$ cat src/sv/seven_segment_text_encoder_unit_macros.svh
// Assertion macros shared by the encoder modules.
// Each macro takes a label, the clock, the reset, an antecedent, a consequent and a message.
`ifndef SEVEN_SEGMENT_TEXT_ENCODER_UNIT_MACROS_SVH
`define SEVEN_SEGMENT_TEXT_ENCODER_UNIT_MACROS_SVH
`ifndef SYNTHESIS
// Same-cycle implication.
`define SSTE_ASSERT_IMPLY(label, clk, rst, ante, cons, msg) \
  label: assert property (@(posedge clk) disable iff (rst) (ante) |-> (cons)) \
    else $error(msg);
// Next-cycle implication.
`define SSTE_ASSERT_NEXT(label, clk, rst, ante, cons, msg) \
  label: assert property (@(posedge clk) disable iff (rst) (ante) |=> (cons)) \
    else $error(msg);
`else
`define SSTE_ASSERT_IMPLY(label, clk, rst, ante, cons, msg)
`define SSTE_ASSERT_NEXT(label, clk, rst, ante, cons, msg)
`endif
`endif

$ cat src/sv/sste_pkg.sv
`timescale 1ns / 1ps
package sste_pkg;

  localparam int CNT_W = 5;
  localparam logic [CNT_W-1:0] MAX_DIGITS = 5'd16;
  localparam logic [CNT_W-1:0] DIGIT_COUNT_RESET = 5'd5;

  localparam int TABLE_SIZE = 47;
  localparam logic [5:0] BLANK_IDX = 6'd36;
  localparam logic [5:0] SYM_BASE_IDX = 6'd37;
  localparam logic [5:0] LETTER_BASE_IDX = 6'd10;

  localparam logic [7:0] CHAR_DOT = 8'h2E;
  localparam logic [7:0] CHAR_COLON = 8'h3A;
  localparam logic [7:0] DOT_MASK = 8'h01;
  localparam logic [7:0] STROBE_SEG = 8'h00;

  localparam logic [7:0] SEG_TABLE [TABLE_SIZE] = '{
    8'h7E, 8'h12, 8'hBC, 8'hB6, 8'hD2, 8'hE6, 8'hEE, 8'h32, 8'hFE, 8'hF6,
    8'hFA, 8'hCE, 8'h6C, 8'h9E, 8'hEC, 8'hE8, 8'h6E, 8'hDA, 8'h48, 8'h1E,
    8'hEA, 8'h4C, 8'h7A, 8'h8A, 8'h8E, 8'hF8, 8'hF2, 8'h88, 8'hE6, 8'hCC,
    8'h0E, 8'h5E, 8'hDE, 8'hDA, 8'hD2, 8'hBC,
    8'h00,
    8'hC8, 8'h5A, 8'hF0,
    8'h80, 8'h20, 8'h10, 8'h02, 8'h04, 8'h08, 8'h40
  };

  typedef enum logic [1:0] {
    S_IDLE,
    S_CHAR,
    S_PAD,
    S_STROBE
  } state_t;

  // Commands from the controller to the datapath.
  typedef struct packed {
    logic latch_item;
    logic emit_char;
    logic set_dot;
    logic emit_pad;
    logic emit_strobe;
  } cmd_t;

  // Status from the datapath to the controller.
  typedef struct packed {
    logic has_char;
    logic is_dot;
    logic is_last;
    logic below_lim;
    logic slot_free;
  } stat_t;

  typedef struct packed {
    logic       hit;
    logic [7:0] pattern;
  } lookup_t;

  function automatic lookup_t seg_lookup(input logic [7:0] code);
    logic [5:0] idx;
    logic       hit;
    lookup_t    r;
    hit = 1'b1;
    idx = '0;
    priority if (code >= 8'h30 && code <= 8'h39) begin
      idx = 6'(code - 8'h30);
    end else if (code >= 8'h61 && code <= 8'h7A) begin
      idx = 6'(code - 8'h61) + LETTER_BASE_IDX;
    end else if (code >= 8'h41 && code <= 8'h5A) begin
      idx = 6'(code - 8'h41) + LETTER_BASE_IDX;
    end else if (code == 8'h20 || (code >= 8'h09 && code <= 8'h0D)) begin
      idx = BLANK_IDX;
    end else if (code >= 8'h80 && code <= 8'h89) begin
      idx = SYM_BASE_IDX + 6'(code - 8'h80);
    end else begin
      hit = 1'b0;
    end
    r.hit = hit;
    r.pattern = SEG_TABLE[idx];
    return r;
  endfunction

endpackage

$ cat src/sv/seven_segment_text_encoder_unit.sv
`timescale 1ns / 1ps
// Seven-segment text encoder. Characters enter on the input channel
// (in_valid/in_ready, fields char_code, char_valid, end_of_text), last
// character of the text first. Each displayable character leaves as one
// segment byte beat on the output channel (out_valid/out_ready, fields
// segments, strobe_res); a dot or colon marks the next byte with bit 0.
// The final item of a text pads with blank bytes up to the digit count and
// then gives one strobe beat with segments zero.
// The digit count is written through cfg_we/cfg_wdata; the user must write
// it only while the block is idle, as the block does not enforce this.
// Values above sixteen act as sixteen. An item is taken in one cycle and
// evaluated in the next, and the block takes no new item until it is
// through with the last one. A mapped character passes the item register
// and then the output register on its way out. The final item then sends
// each padding byte, leaves padding and sends the strobe, each byte going
// through the single output register.
// When the receiver stalls, the output register holds its beat and the
// controller waits before loading another byte; items can still be taken
// until one needs a byte loaded. Reset clears the digit counter, the
// pending dot and the output valid flag, and sets the digit count to five.
module seven_segment_text_encoder_unit import sste_pkg::*; (
  input  logic             clk,
  input  logic             rst,
  input  logic             cfg_we,
  input  logic [CNT_W-1:0] cfg_wdata,
  input  logic             in_valid,
  output logic             in_ready,
  input  logic [7:0]       char_code,
  input  logic             char_valid,
  input  logic             end_of_text,
  output logic             out_valid,
  input  logic             out_ready,
  output logic [7:0]       segments,
  output logic             strobe_res
);

  cmd_t  cmd;
  stat_t stat;

  // The controller sequences each item: take it, evaluate it, then pad and
  // strobe on the final item.
  sste_ctrl u_ctrl (
    .clk      (clk),
    .rst      (rst),
    .in_valid (in_valid),
    .in_ready (in_ready),
    .stat     (stat),
    .cmd      (cmd)
  );

  // The datapath holds the item, the counters, the lookup and the output
  // register.
  sste_dp u_dp (
    .clk         (clk),
    .rst         (rst),
    .cfg_we      (cfg_we),
    .cfg_wdata   (cfg_wdata),
    .char_code   (char_code),
    .char_valid  (char_valid),
    .end_of_text (end_of_text),
    .cmd         (cmd),
    .stat        (stat),
    .out_valid   (out_valid),
    .out_ready   (out_ready),
    .segments    (segments),
    .strobe_res  (strobe_res)
  );

endmodule

$ cat src/sv/sste_ctrl.sv
`timescale 1ns / 1ps
`include "seven_segment_text_encoder_unit_macros.svh"
module sste_ctrl import sste_pkg::*; (
  input  logic  clk,
  input  logic  rst,
  input  logic  in_valid,
  output logic  in_ready,
  input  stat_t stat,
  output cmd_t  cmd
);

  state_t state;
  state_t state_next;

  always_ff @(posedge clk) begin
    if (rst) begin
      state <= S_IDLE;
    end else begin
      state <= state_next;
    end
  end

  always_comb begin
    state_next = state;
    unique case (state)
      S_IDLE: begin
        if (in_valid) state_next = S_CHAR;
      end
      S_CHAR: begin
        if (!stat.has_char || stat.slot_free) begin
          state_next = stat.is_last ? S_PAD : S_IDLE;
        end
      end
      S_PAD: begin
        if (!stat.below_lim) state_next = S_STROBE;
      end
      S_STROBE: begin
        if (stat.slot_free) state_next = S_IDLE;
      end
      default: state_next = S_IDLE;
    endcase
  end

  always_comb begin
    cmd = '0;
    in_ready = 1'b0;
    unique case (state)
      S_IDLE: begin
        in_ready = 1'b1;
        cmd.latch_item = in_valid;
      end
      S_CHAR: begin
        cmd.emit_char = stat.has_char && stat.slot_free;
        cmd.set_dot = stat.is_dot;
      end
      S_PAD: begin
        cmd.emit_pad = stat.below_lim && stat.slot_free;
      end
      S_STROBE: begin
        cmd.emit_strobe = stat.slot_free;
      end
      default: cmd = '0;
    endcase
  end

  `SSTE_ASSERT_IMPLY(a_one_cmd, clk, rst, 1'b1, $onehot0(cmd), "more than one command")
  `SSTE_ASSERT_NEXT(a_latch_to_char, clk, rst, cmd.latch_item, state == S_CHAR,
    "latched item not evaluated")
  `SSTE_ASSERT_IMPLY(a_ready_idle, clk, rst, in_ready, state == S_IDLE, "ready outside idle")

endmodule

$ cat src/sv/sste_dp.sv
`timescale 1ns / 1ps
`include "seven_segment_text_encoder_unit_macros.svh"
module sste_dp import sste_pkg::*; (
  input  logic             clk,
  input  logic             rst,
  input  logic             cfg_we,
  input  logic [CNT_W-1:0] cfg_wdata,
  input  logic [7:0]       char_code,
  input  logic             char_valid,
  input  logic             end_of_text,
  input  cmd_t             cmd,
  output stat_t            stat,
  output logic             out_valid,
  input  logic             out_ready,
  output logic [7:0]       segments,
  output logic             strobe_res
);

  logic [CNT_W-1:0] digit_count;
  logic [CNT_W-1:0] digits_sent;
  logic             dot_pending;
  logic [7:0]       item_code;
  logic             item_valid;
  logic             item_last;
  logic             out_full;
  logic [CNT_W-1:0] lim;
  lookup_t          look;
  logic             load;
  logic             is_sep;

  assign lim = (digit_count > MAX_DIGITS) ? MAX_DIGITS : digit_count;
  assign look = seg_lookup(item_code);
  assign is_sep = (item_code == CHAR_DOT) || (item_code == CHAR_COLON);
  assign load = cmd.emit_char || cmd.emit_pad || cmd.emit_strobe;

  assign stat.below_lim = digits_sent < lim;
  assign stat.has_char = item_valid && stat.below_lim && !is_sep && look.hit;
  assign stat.is_dot = item_valid && stat.below_lim && is_sep;
  assign stat.is_last = item_last;
  // The output register can take a new beat when empty or draining this cycle.
  assign stat.slot_free = !out_full || out_ready;

  always_ff @(posedge clk) begin
    if (rst) begin
      digit_count <= DIGIT_COUNT_RESET;
      digits_sent <= '0;
      dot_pending <= 1'b0;
      out_full <= 1'b0;
    end else begin
      if (cfg_we) digit_count <= cfg_wdata;
      if (load) begin
        out_full <= 1'b1;
      end else if (out_ready) begin
        out_full <= 1'b0;
      end
      if (cmd.emit_char || cmd.emit_pad) digits_sent <= digits_sent + 5'd1;
      if (cmd.emit_strobe) digits_sent <= '0;
      if (cmd.set_dot) dot_pending <= 1'b1;
      if (cmd.emit_char || cmd.emit_strobe) dot_pending <= 1'b0;
    end
  end

  always_ff @(posedge clk) begin
    if (cmd.latch_item) begin
      item_code <= char_code;
      item_valid <= char_valid;
      item_last <= end_of_text;
    end
    if (cmd.emit_char) begin
      segments <= dot_pending ? (look.pattern | DOT_MASK) : look.pattern;
      strobe_res <= 1'b0;
    end else if (cmd.emit_pad) begin
      segments <= SEG_TABLE[BLANK_IDX];
      strobe_res <= 1'b0;
    end else if (cmd.emit_strobe) begin
      segments <= STROBE_SEG;
      strobe_res <= 1'b1;
    end
  end

  assign out_valid = out_full;

  `SSTE_ASSERT_IMPLY(a_no_overwrite, clk, rst, load, !out_full || out_ready,
    "output overwritten while stalled")
  `SSTE_ASSERT_NEXT(a_strobe_clears, clk, rst, cmd.emit_strobe,
    digits_sent == '0 && !dot_pending, "state not cleared after strobe")
  `SSTE_ASSERT_IMPLY(a_sent_bound, clk, rst, 1'b1, digits_sent <= MAX_DIGITS,
    "digit counter out of range")

endmodule

$ cat config.mk
export PLATFORM = sky130hd
export DESIGN_NAME = seven_segment_text_encoder_unit
export DESIGN_NICKNAME = d
export VERILOG_FILES = /design/src/sv/sste_pkg.sv /design/src/sv/seven_segment_text_encoder_unit.sv /design/src/sv/sste_ctrl.sv /design/src/sv/sste_dp.sv
export VERILOG_INCLUDE_DIRS = /design/src /design/src/sv
export SDC_FILE = /design/constraint.sdc
export NUM_CORES = 1
export LEC_CHECK = 0
export BUFFER_PORTS_ARGS = -buffer_cell sky130_fd_sc_hd__buf_2
export CAP_MARGIN = 20
export CORE_ASPECT_RATIO = 1.1
export CORE_UTILIZATION = 64
export CTS_BUF_LIST = sky130_fd_sc_hd__clkbuf_4 sky130_fd_sc_hd__clkbuf_8 sky130_fd_sc_hd__clkbuf_16
export DETAILED_ROUTE_END_ITERATION = 8
export HOLD_SLACK_MARGIN = 0.1
export PLACE_DENSITY = 0.95
export SLEW_MARGIN = 20
export SYNTH_ARGS = -nofsm -noshare
export SYNTH_HDL_FRONTEND = slang
export SYNTH_SLANG_ARGS = --single-unit
export TNS_END_PERCENT = 50
$ cat constraint.sdc
create_clock -name clk -period 6.3 [get_ports clk]
set_input_delay 0.315 -clock clk [delete_from_list [all_inputs] [get_ports clk]]
set_output_delay 0.315 -clock clk [all_outputs]
set_load 0.01 [all_outputs]
=== Yosys cells after proc, flatten, opt, wreduce, memory -nomap -nowiden ===
Memory sizes are Yosys's and may differ from the RTL's.
Cells that the tools add are included.

* Bits in registers: 33
* Memory bits (read-only): 512
* Bits of input ports: 20
* Output and inout bits: 11
* Memories: 1

* Add/sub/neg operators: 8
* Order comparisons: 13
* Equality and inequality tests: 10
* Mux-type cells: 30
* Bitwise logic cells: 1
* Reductions and logical operators: 28

{| class="wikitable"
|+ Memory list
! memory !! words !! width !! rd ports !! clocked after memory_dff !! write ports !! RTL line !! RTL
|-
| (name not given) || 64 || 8 || 1 || 0 || 0 || sste_pkg.sv:78 || <nowiki>r.pattern = SEG_TABLE[idx];</nowiki>
|}

{| class="wikitable"
|+ Operator list
! operator !! count
|-
| $mux W8 || 5
|-
| $mux W6 || 5
|-
| $eq A8 B6 Y1 const B || 3
|-
| $ge A8 B7 Y1 const B || 2
|-
| $le A8 B7 Y1 const B || 2
|-
| $add A6 B4 Y6 const B || 2
|-
| $mux W1 || 12
|-
| $mux W2 || 6
|-
| $sub A6 B1 Y6 const B || 2
|-
| $sub A6 B6 Y6 const B || 2
|-
| $logic_and A1 B1 Y1 || 11
|-
| $ge A8 B4 Y1 const B || 1
|-
| $ge A8 B6 Y1 const B || 1
|-
| $ge A8 B8 Y1 const B || 1
|-
| $le A8 B4 Y1 const B || 1
|-
| $le A8 B6 Y1 const B || 1
|-
| $le A8 B8 Y1 const B || 1
|-
| $pmux W2 S4 || 1
|-
| $ge A7 B7 Y1 const B || 1
|-
| $logic_or A1 B1 Y1 || 7
|-
| $not A6 Y7 || 1
|-
| $add A6 B6 Y6 const A || 1
|-
| $reduce_or A2 Y1 || 3
|-
| $add A5 B1 Y5 const B || 1
|-
| other kinds (12) || 17
|}

=== Depth between registers and ports, before layout ===
* Depth after elaboration: 13
* Depth in mapped cells: 16
* Depth with buffers taken out: 14

=== Cells and area by module ===
Synthesis repeated with hierarchy kept, for this count alone.

* Cell total of the unflattened synthesis: 311
* Area, all modules: 2761.4 um^2

{| class="wikitable"
|+ By module, submodules not included
! module !! instances !! cells each !! area an instance (um^2) !! seq. area each (um^2)
|-
| sste_dp || 1 || 293 || 2610.0 || 800.8
|-
| sste_ctrl || 1 || 18 || 151.4 || 40.0
|}

=== Worst setup path before layout ===
Ideal clock, no wire load.

* Path kind: flip-flop to flip-flop
* Start point: reg u_dp.item_code[0]
* End point: reg u_dp.segments[2], data pin
* Library setup time: 0.158 ns
* Data arrival time: 3.415 ns
* Required time: 6.142 ns
* Slack: 2.727 ns
* Cell stages (with the launch flop): 14
* Buffers on the path: 1
* Period minus slack after synthesis: 3.573 ns
* Path through: edfxtp_1 > buf_2 > inv_1 > ha_1 > nor4b_2 > a211oi_1 > o21ai_2 > nand3_1 > mux2i_1 > inv_1 > ha_1 > inv_1 > mux4_2 > a211oi_2

* Cells in the longest elaborated chain, start to end: 12
* Elaborated cells between the ends (all ways): 47
* Classes of those cells: add/sub (7); order compare (10); eq/ne (3); mux (14); bitwise (1); reduce/logical (11); memory (1)

{| class="wikitable"
|+ RTL lines
! item !! RTL line !! RTL
|-
| start, declared || sste_dp.sv:22 || <nowiki>logic [7:0] item_code;</nowiki>
|-
| start signal, assigned || sste_dp.sv:65 || <nowiki>item_code <= char_code;</nowiki>
|-
| $sub A6 B1 Y6 (tied with other cells) || sste_pkg.sv:73 || <nowiki>idx = SYM_BASE_IDX + 6'(code - 8'h80);</nowiki>
|-
| $add A6 B6 Y6 (tied with other cells) || sste_pkg.sv:73 ||
|-
| $mux W6 / $logic_or A1 B1 Y1 (equally long branches) || sste_pkg.sv:72, sste_pkg.sv:70 ||
|-
| $mux W6 || sste_pkg.sv:70 || <nowiki>end else if (code == 8'h20 || (code >= 8'h09 && code <= 8'h0D)) begin</nowiki>
|-
| $mux W6 || sste_pkg.sv:68 || <nowiki>end else if (code >= 8'h41 && code <= 8'h5A) begin</nowiki>
|-
| $mux W6 || sste_pkg.sv:66 || <nowiki>end else if (code >= 8'h61 && code <= 8'h7A) begin</nowiki>
|-
| $mux W6 || sste_pkg.sv:64 || <nowiki>priority if (code >= 8'h30 && code <= 8'h39) begin</nowiki>
|-
| $not A6 Y7 (implied by the code) || sste_pkg.sv:78 ||
|-
| $mem_v2 Z64 W8 || - ||
|-
| $mux W8 (implied by the code) (2 in a row) || sste_pkg.sv:78 ||
|-
| $mux W8 * || sste_dp.sv:69 || <nowiki>if (cmd.emit_char) begin</nowiki>
|-
| end signal, assigned || sste_dp.sv:70 || <nowiki>segments <= dot_pending ? (look.pattern | DOT_MASK) : look.pattern;</nowiki>
|-
| end signal, assigned || sste_dp.sv:73 || <nowiki>segments <= SEG_TABLE[BLANK_IDX];</nowiki>
|-
| end, declared || sste_dp.sv:15 || <nowiki>output logic [7:0] segments,</nowiki>
|}

Mark *: on every way between the ends. The rest lies on a longest branch, timed or not. The select of a mux whose other input is x is not followed.
A chain may end at the register's enable or synchronous reset.

=== Final worst setup path ===
Ends and elaborated chain as after synthesis.

==> impl_metrics.tcl <==
set metrics [dict create \
    max_stage_delay_ns 0.61 \
    final_cell_area_um2 2990 \
    synth_top_family_by_area "compound AO/OA/AOI/OAI gates" \
    n_antenna_cell 0 \
    clkTransAtPathRegs_ns 0.07 \
    nFillCells 294 \
    syn2layout_area_growth_pct 7.66 \
    fin_setup_tns_ns 0 \
    start_util_pct 68.5 \
    ys_async_sr_fraction_pct 0 \
    grt_pass1_wl_um 10300 \
    synthesis.nets 341 \
    r2r_slack_ns 2.22 \
    yosys.area_share.simple_pct 20.6 \
    cts_setup_buffers 0 \
    antenna_left 0 \
    clockRootBuffer "clkbuf_8" \
    leakage_uw 0.00122 \
    clock-sinks 33 \
    timing_worst_setup_path_type "reg2reg" \
    netlist_area_um2 2780 \
    drt_wl_total_um 6240 \
    hold_class "in2reg" \
    clock-skew-final_ns 0.00316 \
    r2r_start "u_dp.item_code[0]" \
    report.final.slew_viol_count 0 \
    cp_slowest_cell "mux2i_1" \
    multiInputGateArea_um2 1760 \
    critPathTopFamily "multiplexers" \
    num_io_pins 31 \
    cts_tree "built" \
    path_cells "inv_1, ha_1, nor4b_2, a211oi_1, o21ai_2, nand3_1, mux2i_1, inv_1, ha_1, inv_1, mux4_2, a211oi_2" \
    gp_congestion 1.03 \
    ys_types 72 \
    synth_area_per_cell_um2 9.25 \
    portBuffers 30 \
    cp_max_fo 10 \
    synth_edf_count 18 \
    p_sw_uw 222 \
    core_area_um2 4050 \
    num_rows 24 \
    period_share_pct 64.8 \
    cp-start-kind "register" \
    cts_buffer_depth 2 \
    drive_above_1_share_pct 22.4 \
    die_w_um 64.8 \
    fin_nets 362 \
    cts.repair.resized 0 \
    p_comb_share_pct 30.6 \
    cts_buffers 5 \
    relSlewSlack_pct 44.8 \
    synth-seq-cells 33 \
    synth_xor_xnor_area_share_pct 2.21 \
    dp_hpwl_um 4510 \
    worstRegToRegCells 12 \
    ys.warnings.count 0 \
    first_pass_iters 6 \
    h-tree-depth 2 \
    wl_per_cell_um 16.7 \
    vias 2416 \
    drt_iter0_markers 261 \
    seq_area_um2 841 \
    r2r-end "u_dp.segments[2]" \
    rsz0062_at_grt "no" \
    grt_overflow 0 \
    layout_min_cycle_time_ns 4.08 \
    crit_path_frequent_cell "inv_1" \
    hold_end "u_dp.item_last" \
    cap_viol_max_count 0 \
    synth-main-ff-cell "edfxtp_1" \
    post-route-drc-count 0 \
    synth_compound_area_share_pct 27.0 \
    synthMuxAreaShare_pct 4.06 \
    vdd_ir_drop_max_mv 0.198 \
    grt_pass1_vias 2212 \
    path_buf_inv 3 \
    dieHeight_um 71.1 \
    hold_viol_final 0 \
    p_int_uw 446 \
    synthAdderAreaFrac_pct 9.47 \
    max_freq_mhz 245 \
    min-delay-start "end_of_text" \
    syn_inst 300 \
    worstHoldPathCells 1 \
    power.share.sequential_pct 39.5 \
    die-area_um2 4600 \
    power_frac_clock_pct 29.9 \
    arrival_ns 4.21 \
    switching_share_pct 33.2 \
    grtUsageTotal_pct 28.9 \
    tightest_slew_ns 0.828 \
    cp-end-kind "register" \
    crit_required_ns 6.43 \
    ys_seq_area_share_pct 30.3 \
    antenna_found_initial 0 \
    ctsHoldBuffers 0 \
    vias_per_cell 6.46 \
    finalSetupViolations 0 \
    powerDensity_nw_per_um2 223 \
    placed_cell_area_um2 2870 \
    insertion_delay_ns 0.28 \
    status "complete, no violations" \
    grt_max_degree 28 \
]
-- synthesized netlist by cell type, types with 3 or more instances --
library cell   n  area, um2
a21oi_2        4       35.0
nand2b_1       4       25.0
a211oi_1       5       37.5
o21ai_0       13       65.1
buf_2          5       25.0
and2_1         3       18.8
ha_1          21        263
xnor2_1        4       35.0
mux2i_1        9       90.1
a211o_1        3       26.3
nand2_1       25       93.8
xor2_1         3       26.3
o21a_1         4       30.0
a21o_1         3       22.5
nor2_1        32        120
dfxtp_1       15        300
buf_6          7       78.8
and3_1         4       25.0
nor2_2         3       18.8
a31oi_1        5       31.3
o211ai_1       5       37.5
edfxtp_1      18        541
o21ai_1        4       20.0
inv_1         14       52.6
nand3_1        5       25.0
a221oi_2       3       45.0
clkbuf_1       3       11.3
nor3_1         8       40.0
nor2b_1        3       18.8
a21oi_1       13       65.1
-- final cells by class --
type | instances | area share, %
Multi-Input combinational cell | 236 | 59.0
Sequential cell | 33 | 28.1
Timing Repair Buffer | 30 | 5.03
Clock buffer | 6 | 2.55
Tap cell | 52 | 2.18
Inverter | 15 | 1.88
Clock inverter | 2 | 1.17
-- worst max-delay path by stage --
stage | start | end | slack (ns) | cells past startpoint
6_report | u_dp.item_code[0] | u_dp.segments[2] | 2.22 | 12
5_1_grt | u_dp.item_code[1] | u_dp.segments[2] | 1.84 | 12
4_1_cts | u_dp.item_code[1] | u_dp.segments[2] | 2.24 | 12
3_5_place_dp | u_dp.item_code[1] | u_dp.segments[2] | 2.32 | 12
3_3_place_gp | u_dp.item_code[1] | u_dp.segments[2] | 2.47 | 12
2_1_floorplan | u_dp.item_code[0] | u_dp.segments[2] | 2.73 | 13
-- layer usage --
metal	part of all wire (%)	vias to the layer above	GRT usage, %
met4	4.1	0	15.3
li1	-	1157	-
met5	0	-	0
met1	41	1106	36.5
met2	48	120	46.9
met3	6.7	33	4.68
-- sequential cells by signal (all words and copies together), names as in the netlist, named ones only --
register,count
u_ctrl.state,1
u_dp.digit_count,5
u_dp.digits_sent,5
u_dp.dot_pending,1
u_dp.item_code,8
u_dp.item_last,1
u_dp.item_valid,1
u_dp.out_valid,1
u_dp.segments,8
u_dp.strobe_res,1
-- power by group through the flow --
stage,sequential (uW),clock [uW],combinational [uW]
3_3_place_gp,267,0,193
3_5_place_dp,268,0,197
2_1_floorplan,260,0,170
5_1_grt,266,208,223
6_report,264,200,205
4_1_cts,263,202,199
-- per-stage QoR --
stage	total power [uW]	utilization, %	hold WS, ns	cells	setup slack [ns]
5_1_grt	696	73.7	0.194	374	1.84
3_5_place_dp	465	70.8	0.460	366	2.32
3_3_place_gp	460	70.8	0.456	366	2.47
2_1_floorplan	430	-	0.414	300	2.73
6_report	668	73.7	0.202	374	2.22
4_1_cts	664	73.6	0.197	374	2.24
-- cells by family (layout without fill, tap and decap cells) --
group | count (synthesis) | in the layout
AO/OA/AOI/OAI | 92 | 92
XOR/XNOR | 7 | 7
adder cells (fa/ha/maj) | 21 | 21
multiplexers | 10 | 10
AND/OR/NAND/NOR | 106 | 106
buffers and inverters | 31 | 53
flip-flops | 33 | 33
-- layout by cell type, fill, tap and decap left out, types with 3 or more instances in the layout --
master,n
a211o_1,3
a211oi_1,5
a21o_1,3
a21oi_1,13
a21oi_2,4
a221oi_2,3
a31oi_1,5
and2_1,3
and3_1,4
buf_2,30
clkbuf_8,5
dfxtp_1,15
edfxtp_1,18
ha_1,21
inv_1,14
mux2i_1,9
nand2_1,25
nand2b_1,4
nand3_1,5
nor2_1,32
nor2b_1,3
nor3_1,8
o211ai_1,5
o21a_1,4
o21ai_0,13
o21ai_1,4
xnor2_1,4
xor2_1,3
No activity file was read; power rests on OpenSTA's default activity.
